<file path="config.mk">
export PLATFORM = sky130hd
export DESIGN_NAME = n_queens_solution_counter
export DESIGN_NICKNAME = d
export VERILOG_FILES = /design/src/rtl/nqc_pkg.sv /design/src/rtl/nqc_cell.sv /design/src/rtl/n_queens_solution_counter.sv
export SDC_FILE = /design/constraint.sdc
export NUM_CORES = 1
export LEC_CHECK = 0
export ABC_AREA = 0
export BUFFER_PORTS_ARGS = -buffer_cell sky130_fd_sc_hd__buf_2
export CORE_MARGIN = 2
export CORE_UTILIZATION = 67
export CTS_CLUSTER_SIZE = 30
export DETAILED_ROUTE_END_ITERATION = 12
export HOLD_SLACK_MARGIN = 0.12
export PLACE_DENSITY = 0.84
export SLEW_MARGIN = 20
export SYNTH_ARGS = -nofsm -noshare
export SYNTH_HDL_FRONTEND = slang
export SYNTH_SLANG_ARGS = --single-unit
export TNS_END_PERCENT = 30
</file>
<file path="constraint.sdc">
create_clock -name clk -period 7.45 [get_ports clk]
set_input_delay 0 -clock clk [delete_from_list [all_inputs] [get_ports clk]]
set_output_delay 0 -clock clk [all_outputs]
set_load 0.01 [all_outputs]
</file>
<file path="src/rtl/nqc_pkg.sv">
// Shared constants and types for the N-queens solution counter.
package nqc_pkg;

  localparam int MaxBoardDefault = 16;
  localparam int SizeWidth       = 5;
  localparam int CountWidth      = 24;

  typedef enum logic [1:0] {
    ST_IDLE,
    ST_SEARCH,
    ST_DONE
  } state_t;

  // Per-row cell command: load masks from the row above, or strike the lowest candidate.
  typedef struct packed {
    logic load;
    logic take;
  } cell_ctrl_t;

endpackage

</file>
<file path="src/rtl/nqc_cell.sv">
// One board row of the search chain: attack masks from above and the remaining candidate columns.
module nqc_cell import nqc_pkg::*; #(
  parameter int Width = MaxBoardDefault
) (
  input  logic             clk,
  input  cell_ctrl_t       ctrl,
  input  logic [Width-1:0] board_mask,
  input  logic [Width-1:0] cols_in,
  input  logic [Width-1:0] ld_in,
  input  logic [Width-1:0] rd_in,
  output logic [Width-1:0] cols_out,
  output logic [Width-1:0] ld_out,
  output logic [Width-1:0] rd_out,
  output logic             empty
);

  logic [Width-1:0] cols;
  logic [Width-1:0] ld;
  logic [Width-1:0] rd;
  logic [Width-1:0] avail;
  logic [Width-1:0] lowbit;

  // isolate the lowest free column
  assign lowbit = avail & (~avail + Width'(1));
  assign empty  = (avail == '0);

  // masks handed to the next row if the lowest candidate is placed
  assign cols_out = cols | lowbit;
  assign ld_out   = (ld | lowbit) << 1;
  assign rd_out   = (rd | lowbit) >> 1;

  always_ff @(posedge clk) begin
    if (ctrl.load) begin
      cols  <= cols_in;
      ld    <= ld_in;
      rd    <= rd_in;
      avail <= ~(cols_in | ld_in | rd_in) & board_mask;
    end else if (ctrl.take) begin
      avail <= avail & ~lowbit;
    end
  end

endmodule

</file>
<file path="src/rtl/n_queens_solution_counter.sv">
// Top level: depth-first N-queens search over a chain of row cells.
//
//  channel | valid     | stall     | payload
//  --------+-----------+-----------+-------------------------
//  request | req_valid | req_stall | board_size [4:0]
//  result  | rsp_valid | rsp_stall | solution_count [23:0]
//
// One request at a time. After acceptance the search first loads the root row, then each
// step either places the next candidate of the active row or backs up one row, until
// the root row is found empty and the result is presented.
// Size 0 and sizes above MAX_BOARD present the result in the cycle after acceptance.
// req_stall is high from acceptance until the result is taken; the result holds
// under rsp_stall. Reset (rst, synchronous) returns to idle; counts saturate at 24 bits.
module n_queens_solution_counter import nqc_pkg::*; #(
  parameter int MAX_BOARD = MaxBoardDefault
) (
  input  logic                  clk,
  input  logic                  rst,
  input  logic                  req_valid,
  output logic                  req_stall,
  input  logic [SizeWidth-1:0]  board_size,
  output logic                  rsp_valid,
  input  logic                  rsp_stall,
  output logic [CountWidth-1:0] solution_count
);

  localparam int DW = $clog2(MAX_BOARD);

  state_t                state, state_next;
  logic [DW-1:0]         depth, depth_next;
  logic [DW-1:0]         last_row, last_row_next;
  logic [CountWidth-1:0] count, count_next;
  logic [MAX_BOARD-1:0]  board_mask, board_mask_next;

  logic [MAX_BOARD-1:0] cols_link [MAX_BOARD+1];
  logic [MAX_BOARD-1:0] ld_link   [MAX_BOARD+1];
  logic [MAX_BOARD-1:0] rd_link   [MAX_BOARD+1];
  logic [MAX_BOARD-1:0] empty_vec;
  cell_ctrl_t           cell_ctrl [MAX_BOARD];

  logic root_load;
  logic descend;
  logic take_en;

  // marks the first search cycle, when cell 0 still holds stale masks
  logic root_pending;

  assign cols_link[0] = '0;
  assign ld_link[0]   = '0;
  assign rd_link[0]   = '0;

  for (genvar i = 0; i < MAX_BOARD; i++) begin : g_row
    if (i == 0) begin : g_first
      assign cell_ctrl[i].load = root_load;
    end else begin : g_rest
      assign cell_ctrl[i].load = descend && (depth == DW'(i - 1));
    end
    assign cell_ctrl[i].take = take_en && (depth == DW'(i));

    nqc_cell #(
      .Width (MAX_BOARD)
    ) u_cell (
      .clk        (clk),
      .ctrl       (cell_ctrl[i]),
      .board_mask (board_mask),
      .cols_in    (cols_link[i]),
      .ld_in      (ld_link[i]),
      .rd_in      (rd_link[i]),
      .cols_out   (cols_link[i+1]),
      .ld_out     (ld_link[i+1]),
      .rd_out     (rd_link[i+1]),
      .empty      (empty_vec[i])
    );
  end

  assign req_stall      = (state != ST_IDLE);
  assign rsp_valid      = (state == ST_DONE);
  assign solution_count = count;

  always_ff @(posedge clk) begin
    if (rst) begin
      state <= ST_IDLE;
    end else begin
      state <= state_next;
    end
  end

  always_ff @(posedge clk) begin
    depth      <= depth_next;
    last_row   <= last_row_next;
    count      <= count_next;
    board_mask <= board_mask_next;
  end

  always_comb begin
    state_next      = state;
    depth_next      = depth;
    last_row_next   = last_row;
    count_next      = count;
    board_mask_next = board_mask;
    root_load       = 1'b0;
    descend         = 1'b0;
    take_en         = 1'b0;

    case (state)
      ST_IDLE: begin
        if (req_valid) begin
          for (int i = 0; i < MAX_BOARD; i++) begin
            board_mask_next[i] = (SizeWidth'(i) < board_size);
          end
          depth_next    = '0;
          last_row_next = DW'(board_size - SizeWidth'(1));
          if (board_size == '0) begin
            count_next = CountWidth'(1);
            state_next = ST_DONE;
          end else if (board_size > SizeWidth'(MAX_BOARD)) begin
            count_next = '0;
            state_next = ST_DONE;
          end else begin
            count_next = '0;
            state_next = ST_SEARCH;
          end
        end
      end

      ST_SEARCH: begin
        // first cycle in SEARCH loads the root row; board_mask is now valid
        if (empty_vec[depth]) begin
          if (depth == '0) begin
            state_next = ST_DONE;
          end else begin
            depth_next = depth - DW'(1);
          end
        end else begin
          take_en = 1'b1;
          if (depth == last_row) begin
            if (count != '1) begin
              count_next = count + CountWidth'(1);
            end
          end else begin
            descend    = 1'b1;
            depth_next = depth + DW'(1);
          end
        end
      end

      ST_DONE: begin
        if (!rsp_stall) begin
          state_next = ST_IDLE;
        end
      end

      default: begin
        state_next = ST_IDLE;
      end
    endcase

    // root row does not load on the request that starts a search: board_mask is registered,
    // so cell 0 would still see the old mask; it loads on the first search cycle instead
    if (state == ST_SEARCH && root_pending) begin
      root_load = 1'b1;
      take_en   = 1'b0;
      descend   = 1'b0;
      depth_next = '0;
      count_next = count;
      state_next = ST_SEARCH;
    end
  end

  always_ff @(posedge clk) begin
    if (rst) begin
      root_pending <= 1'b0;
    end else begin
      root_pending <= (state == ST_IDLE) && req_valid &&
                      (board_size != '0) && (board_size <= SizeWidth'(MAX_BOARD));
    end
  end

endmodule

</file>
==> results by group, run 1 <==
Run status
  • Outcome: finished, final reports clean

Clocking
  • Clock slew at reported path FFs: 0.06 ns
  • Clk root buf: clkbuf_16
  • Clock latency on the worst-skew pair: 0.64 ns
  • CTS max path bufs: 3
  • Clock sink total: 895
  • Post-cts sizing count: 0
  • H-tree depth: 3
  • CTS tree: done
  • Inserted Clock Buffers: 90

Placement
  • Cell Area, Placed: 41200 sq um
  • Routability cong.: 0.916
  • Final HPWL DP: 66.1 mm
  • IO Port Bufs: 34

Critical path
  • Worst Setup Start Kind: flip-flop
  • Crit end category: flip-flop
  • Crit-path max FO: 34
  • Most frequent cell on the critical path: nor4b_1
  • Worst EP arrival: 5.55 ns
  • CP Buf/Inv Count: 2
  • CP Data Required Time: 7.78 ns
  • Worst path top cell family by delay: simple AND/OR/NAND/NOR gates
  • Worst-path cell chain: or3_1, nor4b_1, nor4b_1, a211oi_1, a21oi_1, nand3_2, nand4_2, inv_1, buf_4
  • Slowest-stage cell, CP: nand4_2
  • Slowest stage delay, CP: 0.84 ns
  • Kind of critical path: reg -> reg

Yosys
  • Ys flop type: edfxtp_1
  • Cell Area, Synth: 40100 sq um
  • Yosys top cell area share: 66.4%
  • Area contributors post-synth: edfxtp_1 66%, nand2b_1 5.3%, a21o_1 3.3%
  • Asr flop ratio synth: 0%
  • Top-count cell post-synth: edfxtp_1
  • Cell count after synthesis: 3090
  • EDFF count, synth: 888
  • Ys Warns: 0
  • Library cells used by synthesis: 71
  • Seq/Total Area, Yosys: 66.8%
  • Top post-synthesis cells by count: 888 x edfxtp_1, 339 x nand2b_1, 184 x nor2_1
  • Mean post-synth cell area: 13.0 sq um
  • Cell taking the most area after synthesis: edfxtp_1
  • Syn_nets: 3107
  • Yosys reg bits: 895

Global routing
  • Initial antenna violation count: 2
  • First-pass GRT wire length: 150 mm
  • GR Util All Layers: 31.3%
  • Vias in the first global route: 26800
  • Remaining Overflow, GRT: 0
  • Pin count of the biggest net entering global routing: 48

Timing
  • Max Slew Vio Count: 0
  • RSZ-0062 raised after global routing: no
  • Number of setup violations in the final report: 0
  • Final period utilization: 70.1%
  • Final hold vios: 0
  • Clk_skew: 0.0318 ns
  • Min Tclk post-route: 5.22 ns
  • Slew HR: 20.3%
  • Slew @ Worst Pin: 1.19 ns
  • Fmax: 0.192 GHz
  • Setup TNS: 0 ns
  • Min Hold Slack: 0.276 ns

Die
  • Ports: 35
  • Die Footprint: 61900 sq um
  • Horiz. Die Dim: 249 um
  • Row count: 89
  • Core ar.: 59100 sq um
  • Height of the die: 249 um
  • Starting Density: 67.9%

Power and ir drop
  • Total power: 11.0 mW
  • VDD IR-drop max: 0.220 mV
  • Pleak: 15.4 nW
  • Pwr Density: 248 nW/um^2

Finish
  • NumNets Final: 3203
  • Post-route cell area: 44300 sq um
  • Util after Layout: 74.9%
  • Share of cells above drive strength 1: 10.3%
  • Fillers: 3478
  • Synthesis-to-layout area growth: 10.4%

Drt
  • Drt total wl: 97.6 mm
  • DRT Pass-1 Iters: 6
  • Drc violations: 0
  • Antenna Violating Nets Remaining: 0
  • WL per Instance: 24.2 um
  • Starting DRT DRC Count: 3331
  • Vias per inst: 6.69
  • Vias: 27000

Worst hold path
  • Hold WC Path Type: in -> reg

Job
  • # Max-Cap Violations: 0
## state kept, by name, summed over array words and instances, names as in the netlist
register,count
g_row.u_cell.cols,224
g_row.u_cell.avail,256
last_row,4
root_pending,1
state,2
depth,4
g_row.u_cell.rd,182
g_row.u_cell.ld,182
board_mask,16
solution_count,24
## power breakdown
group          switching (mW)  leakage, nW  internal (mW)  total [mW]
clock                    1.88         1.41           2.61        4.49
sequential              0.150         8.03           5.65        5.80
combinational           0.497         5.95          0.220       0.717
## per-layer routing
| layer | GRT usage (%) | vias to the layer above | wire length (um) |
|---|---|---|---|
| met4 | 15.7 | 0 | 4810 |
| met5 | 0 | - | 0 |
| met1 | 38.8 | 13300 | 36100 |
| met2 | 53.9 | 1355 | 49200 |
| met3 | 5.12 | 306 | 7480 |
| li1 | - | 12100 | - |
## worst register-to-register path: cells and delay by family, from the launching register on
family	cells	cell delay [ns]
compound gates	2	0.45
buf+inv	2	0.79
flops	1	0.46
simple gates	5	3.22
## cell type report
| class | count | area, sq um | area share [%] |
|---|---|---|---|
| clock buffers | 117 | 2470 | 5.58 |
| well taps | 773 | 967 | 2.18 |
| diodes | 1 | 2.50 | 0.00565 |
| inverters | 59 | 221 | 0.500 |
| multi-input cells | 2046 | 12700 | 28.7 |
| repair buffers | 94 | 662 | 1.49 |
| flip-flops and latches | 895 | 26800 | 60.5 |
| clock inverters | 47 | 442 | 0.997 |
## cells in the final DEF (no fill, tap or decap), types with 11 or more instances in the layout
master           n
a21o_1         179
a21oi_1         18
and2_1          26
and3_1          17
buf_2           34
buf_4           44
clkbuf_1        21
clkbuf_16       95
clkinv_1        13
clkinv_2        19
dlygate4sd3_1   15
edfxtp_1       888
inv_1           56
nand2_1        141
nand2b_1       339
nand3_1        161
nand3b_1       143
nand4_1         25
nand4b_1        11
nor2_1         184
nor2b_1         15
nor3_1          87
nor4_1          42
nor4b_1         12
o211ai_1        19
o21ai_0        110
o21ai_1         15
o31ai_1         79
o41ai_1         65
or2_2          101
or3_1           93
or4_1           41
xnor2_1         11
xor2_1          15
## through the flow
step	cells	setup slack (ns)
after floorplan	3090	3.66
after global placement	3851	2.41
after detailed placement	3851	2.40
after CTS	4030	2.35
after global routing	4031	1.87
final	4032	2.23
## path summary, 6_finish.rpt
check / cells after the start / end / slack [ns] / from
max: 9 / g_row[8].u_cell.cols[2] / 2.23 / g_row[4].u_cell.avail[0]
min: 2 / board_mask[15] / 0.28 / board_size[4]
max reg2reg: 9 / g_row[8].u_cell.cols[2] / 2.23 / g_row[4].u_cell.avail[0]
min reg2reg: 1 / g_row[10].u_cell.cols[10] / 0.52 / g_row[9].u_cell.cols[10]
## cells by family (layout without fill, tap and decap cells)
kind of cell	Yosys count	in the layout	share of synthesized area, %
multiplexers	4	4	0.0998
adder cells (fa/ha/maj)	8	8	0.249
AND/OR/NAND/NOR	1471	1471	21.2
buffers and inverters	149	317	1.61
other	0	1	0
flip-flops	895	895	66.8
XOR/XNOR	26	26	0.567
AO/OA/AOI/OAI	537	537	9.45
## repair_timing
action / 4_1_cts / 5_1_grt
endpoints found under the hold margin: 28 / 0
setup endpoints to repair: 0 / 0
hold buffers: 15 / 0
buffers inserted: 0 / 0
Power figures use the tool's default switching activity.
==> run 2: changes to the inputs <==
--- a/config.mk
+++ b/config.mk
@@ -8,11 +8,11 @@
 export ABC_AREA = 0
 export BUFFER_PORTS_ARGS = -buffer_cell sky130_fd_sc_hd__buf_2
 export CORE_MARGIN = 2
-export CORE_UTILIZATION = 67
+export CORE_UTILIZATION = 63
 export CTS_CLUSTER_SIZE = 30
 export DETAILED_ROUTE_END_ITERATION = 12
 export HOLD_SLACK_MARGIN = 0.12
-export PLACE_DENSITY = 0.84
+export PLACE_DENSITY = 0.79
 export SLEW_MARGIN = 20
 export SYNTH_ARGS = -nofsm -noshare
 export SYNTH_HDL_FRONTEND = slang
==> constraint.sdc (replaced) <==
create_clock -name clk -period 5.1 [get_ports clk]
set_input_delay 0 -clock clk [delete_from_list [all_inputs] [get_ports clk]]
set_output_delay 0 -clock clk [all_outputs]
set_load 0.01 [all_outputs]
==> run 2 against run 1 <==
Compared with the run above: non-clock buffer count is 27 higher; setup slack worse by 1.6 ns; clock power is 39% higher; via count is 2.2% lower; cell count is 2.4% higher; power is 43% higher; fmax is 17% higher; worst hold slack better by 0.00077 ns; global-route usage is 2.7 points lower; critical endpoint is now state[0]; largest cell class unchanged; largest power group unchanged.
==> results by group, run 2 (synthesized netlist as in run 1, its figures left out) <==
Run status
  • Outcome: finished, final reports clean

Critical path
  • Origin of the worst setup path: g_row[11].u_cell.avail[0]
  • Crit end category: flip-flop
  • Worst Setup Start Kind: flip-flop
  • Kind of critical path: reg -> reg
  • CP endpoint: state[0]
  • R2r endpoint: state[0]
  • CP Buf/Inv Count: 2 (unchanged)
  • Slowest-stage cell, CP: nor3_1
  • Launch point of the worst reg-to-reg path: g_row[11].u_cell.avail[0]
  • Slowest stage delay, CP: 0.73 ns (-0.11 ns)
  • CP Depth: 11 (+2)
  • Most frequent cell on the critical path: nor3_1
  • Worst Reg-to-Reg Cells: 11 (+2)
  • Worst EP arrival: 4.98 ns (-0.57 ns)
  • Worst-path cell chain: nor3_1, nand4b_1, nor4_1, a311oi_1, nor4_2, nand3_2, buf_4, or3_1, a21oi_1, nor3_1, dlygate4sd3_1
  • Crit-path max FO: 17 (-50%)
  • Worst path top cell family by delay: simple AND/OR/NAND/NOR gates
  • CP Data Required Time: 5.62 ns (-2.16 ns)
  • Reg2Reg Setup Slack: 0.64 ns (-1.59 ns)

Timing
  • Final period utilization: 87.5% (+17 points)
  • RSZ-0062 raised after global routing: no
  • Setup ws final: 0.637 ns (-1.59 ns)
  • Setup TNS: 0 ns (unchanged)
  • Fmax: 0.224 GHz (+17%)
  • Clk_skew: 0.0211 ns (-0.0107 ns)
  • Slew HR: 24.1% (+3.7 points)
  • Min Tclk post-route: 4.46 ns (-0.758 ns)
  • Number of setup violations in the final report: 0 (unchanged)
  • Max Slew Vio Count: 0 (unchanged)
  • Slew @ Worst Pin: 1.14 ns (-0.0487 ns)
  • Final hold vios: 0 (unchanged)

Die
  • Ports: 35 (unchanged)
  • Starting Density: 63.6% (-4.2 points)
  • Row count: 92 (+3.4%)
  • Die Footprint: 65700 sq um (+6.2%)
  • Core ar.: 63100 sq um (+6.7%)
  • Height of the die: 256 um (+3.1%)
  • Horiz. Die Dim: 256 um (+3.1%)

Finish
  • Max reg flops: 256 (unchanged)
  • Most frequent cells in the layout: 888 x edfxtp_1, 339 x nand2b_1, 184 x nor2_1
  • Layout Cells excl Fill: 4127 (+2.4%)
  • NumNets Final: 3228 (+0.78%)
  • Synthesis-to-layout area growth: 10.7%
  • Commonest non-fill, non-tap cell in the layout: edfxtp_1
  • Share of cells above drive strength 1: 10.8% (+0.51 points)
  • Biggest regs: g_row.u_cell.avail x256, g_row.u_cell.cols x224
  • Diode count: 0 (-1)
  • Top reg by flops: g_row.u_cell.avail

Drt
  • WL per Instance: 22.9 um (-5.6%)
  • Vias: 26400 (-2.2%)
  • DRT Pass-1 Iters: 8 (+2)
  • Drt total wl: 94.3 mm (-3.4%)
  • Starting DRT DRC Count: 3067 (-7.9%)
  • Drc violations: 0 (unchanged)
  • Antenna Violating Nets Remaining: 0 (unchanged)
  • Vias per inst: 6.40 (-4.4%)

Clocking
  • H-tree depth: 3 (unchanged)
  • Post-cts sizing count: 0 (unchanged)
  • Clock slew at reported path FFs: 0.06 ns (about the same)
  • CTS tree: done
  • Clock latency on the worst-skew pair: 0.64 ns (about the same)
  • Clock sink total: 895 (unchanged)
  • Clk root buf: clkbuf_16
  • Inserted Clock Buffers: 88 (-2.2%)
  • CTS max path bufs: 3 (unchanged)

Power and ir drop
  • Pwr Density: 355 nW/um^2 (+43%)
  • VDD IR-drop max: 0.280 mV (+28%)
  • Total power: 15.8 mW (+43%)
  • Pleak: 15.5 nW (+0.40%)

Placement
  • Routability cong.: 0.868 (-5.2%)
  • Dpl ws: 0.757 ns (-1.64 ns)
  • IO Port Bufs: 34 (unchanged)
  • Final HPWL DP: 65.8 mm (-0.46%)
  • Dpl cells: 3952 (+2.6%)

Job
  • # Max-Cap Violations: 0 (unchanged)

Global routing
  • GR Util All Layers: 28.7% (-2.7 points)
  • First-pass GRT wire length: 147 mm (-2.4%)
  • Vias in the first global route: 26300 (-2.1%)
  • Pin count of the biggest net entering global routing: 45 (-6.3%)
  • Remaining Overflow, GRT: 0 (unchanged)
  • Initial antenna violation count: 2 (unchanged)

Worst hold path
  • Hold WC Path Type: in -> reg
[run 2: metrics by stage]
step           utilization (%)  hold slack, ns  instance area [sq um]
2_1_floorplan                -          0.0710                  40100
3_3_place_gp              65.8           0.218                  41500
3_5_place_dp              65.8           0.231                  41500
4_1_cts                   70.4           0.224                  44400
5_1_grt                   70.4           0.282                  44400
6_report                  70.4           0.277                  44400
[run 2: routing by layer]
layer	vias to the layer above	global-route usage [%]	part of all wire (%)
met5	-	0	0
met2	1083	49.6	51
li1	12100	-	-
met3	243	4.46	6.9
met1	13000	36.3	38
met4	0	12.2	4.3
[run 2: timing repair]
item / in CTS / in global routing
setup buffers: 0 / 0
endpoints found under the hold margin: 28 / 0
hold buffers: 15 / 0
[run 2: worst min path at each step]
| stage | slack, ns | to | cells after the start | from |
|---|---|---|---|---|
| after global placement | 0.22 | state[1] | 2 | rst |
| after global routing | 0.28 | board_mask[15] | 2 | board_size[4] |
| after CTS | 0.22 | board_mask[15] | 2 | board_size[4] |
| final | 0.28 | board_mask[15] | 2 | board_size[4] |
| after floorplan | 0.07 | state[1] | 1 | rst |
| after detailed placement | 0.23 | state[1] | 2 | rst |
[run 2: where the power goes]
group	total [mW]	leakage (nW)	switching [mW]	internal, mW
Clock	6.24	1.33	2.72	3.53
Sequential	8.45	8.03	0.204	8.25
Combinational	1.08	6.09	0.734	0.342
Total	15.8	15.5	3.65	12.1
[run 2: layout make-up]
type                       count  area (sq um)
sequential                   895         26800
fill                        4268         18700
multi-input combinational   2046         12700
clock buffer                 111          2310
tap                          846          1060
timing repair buffer         121           873
clock inverter                49           437
inverter                      59           221
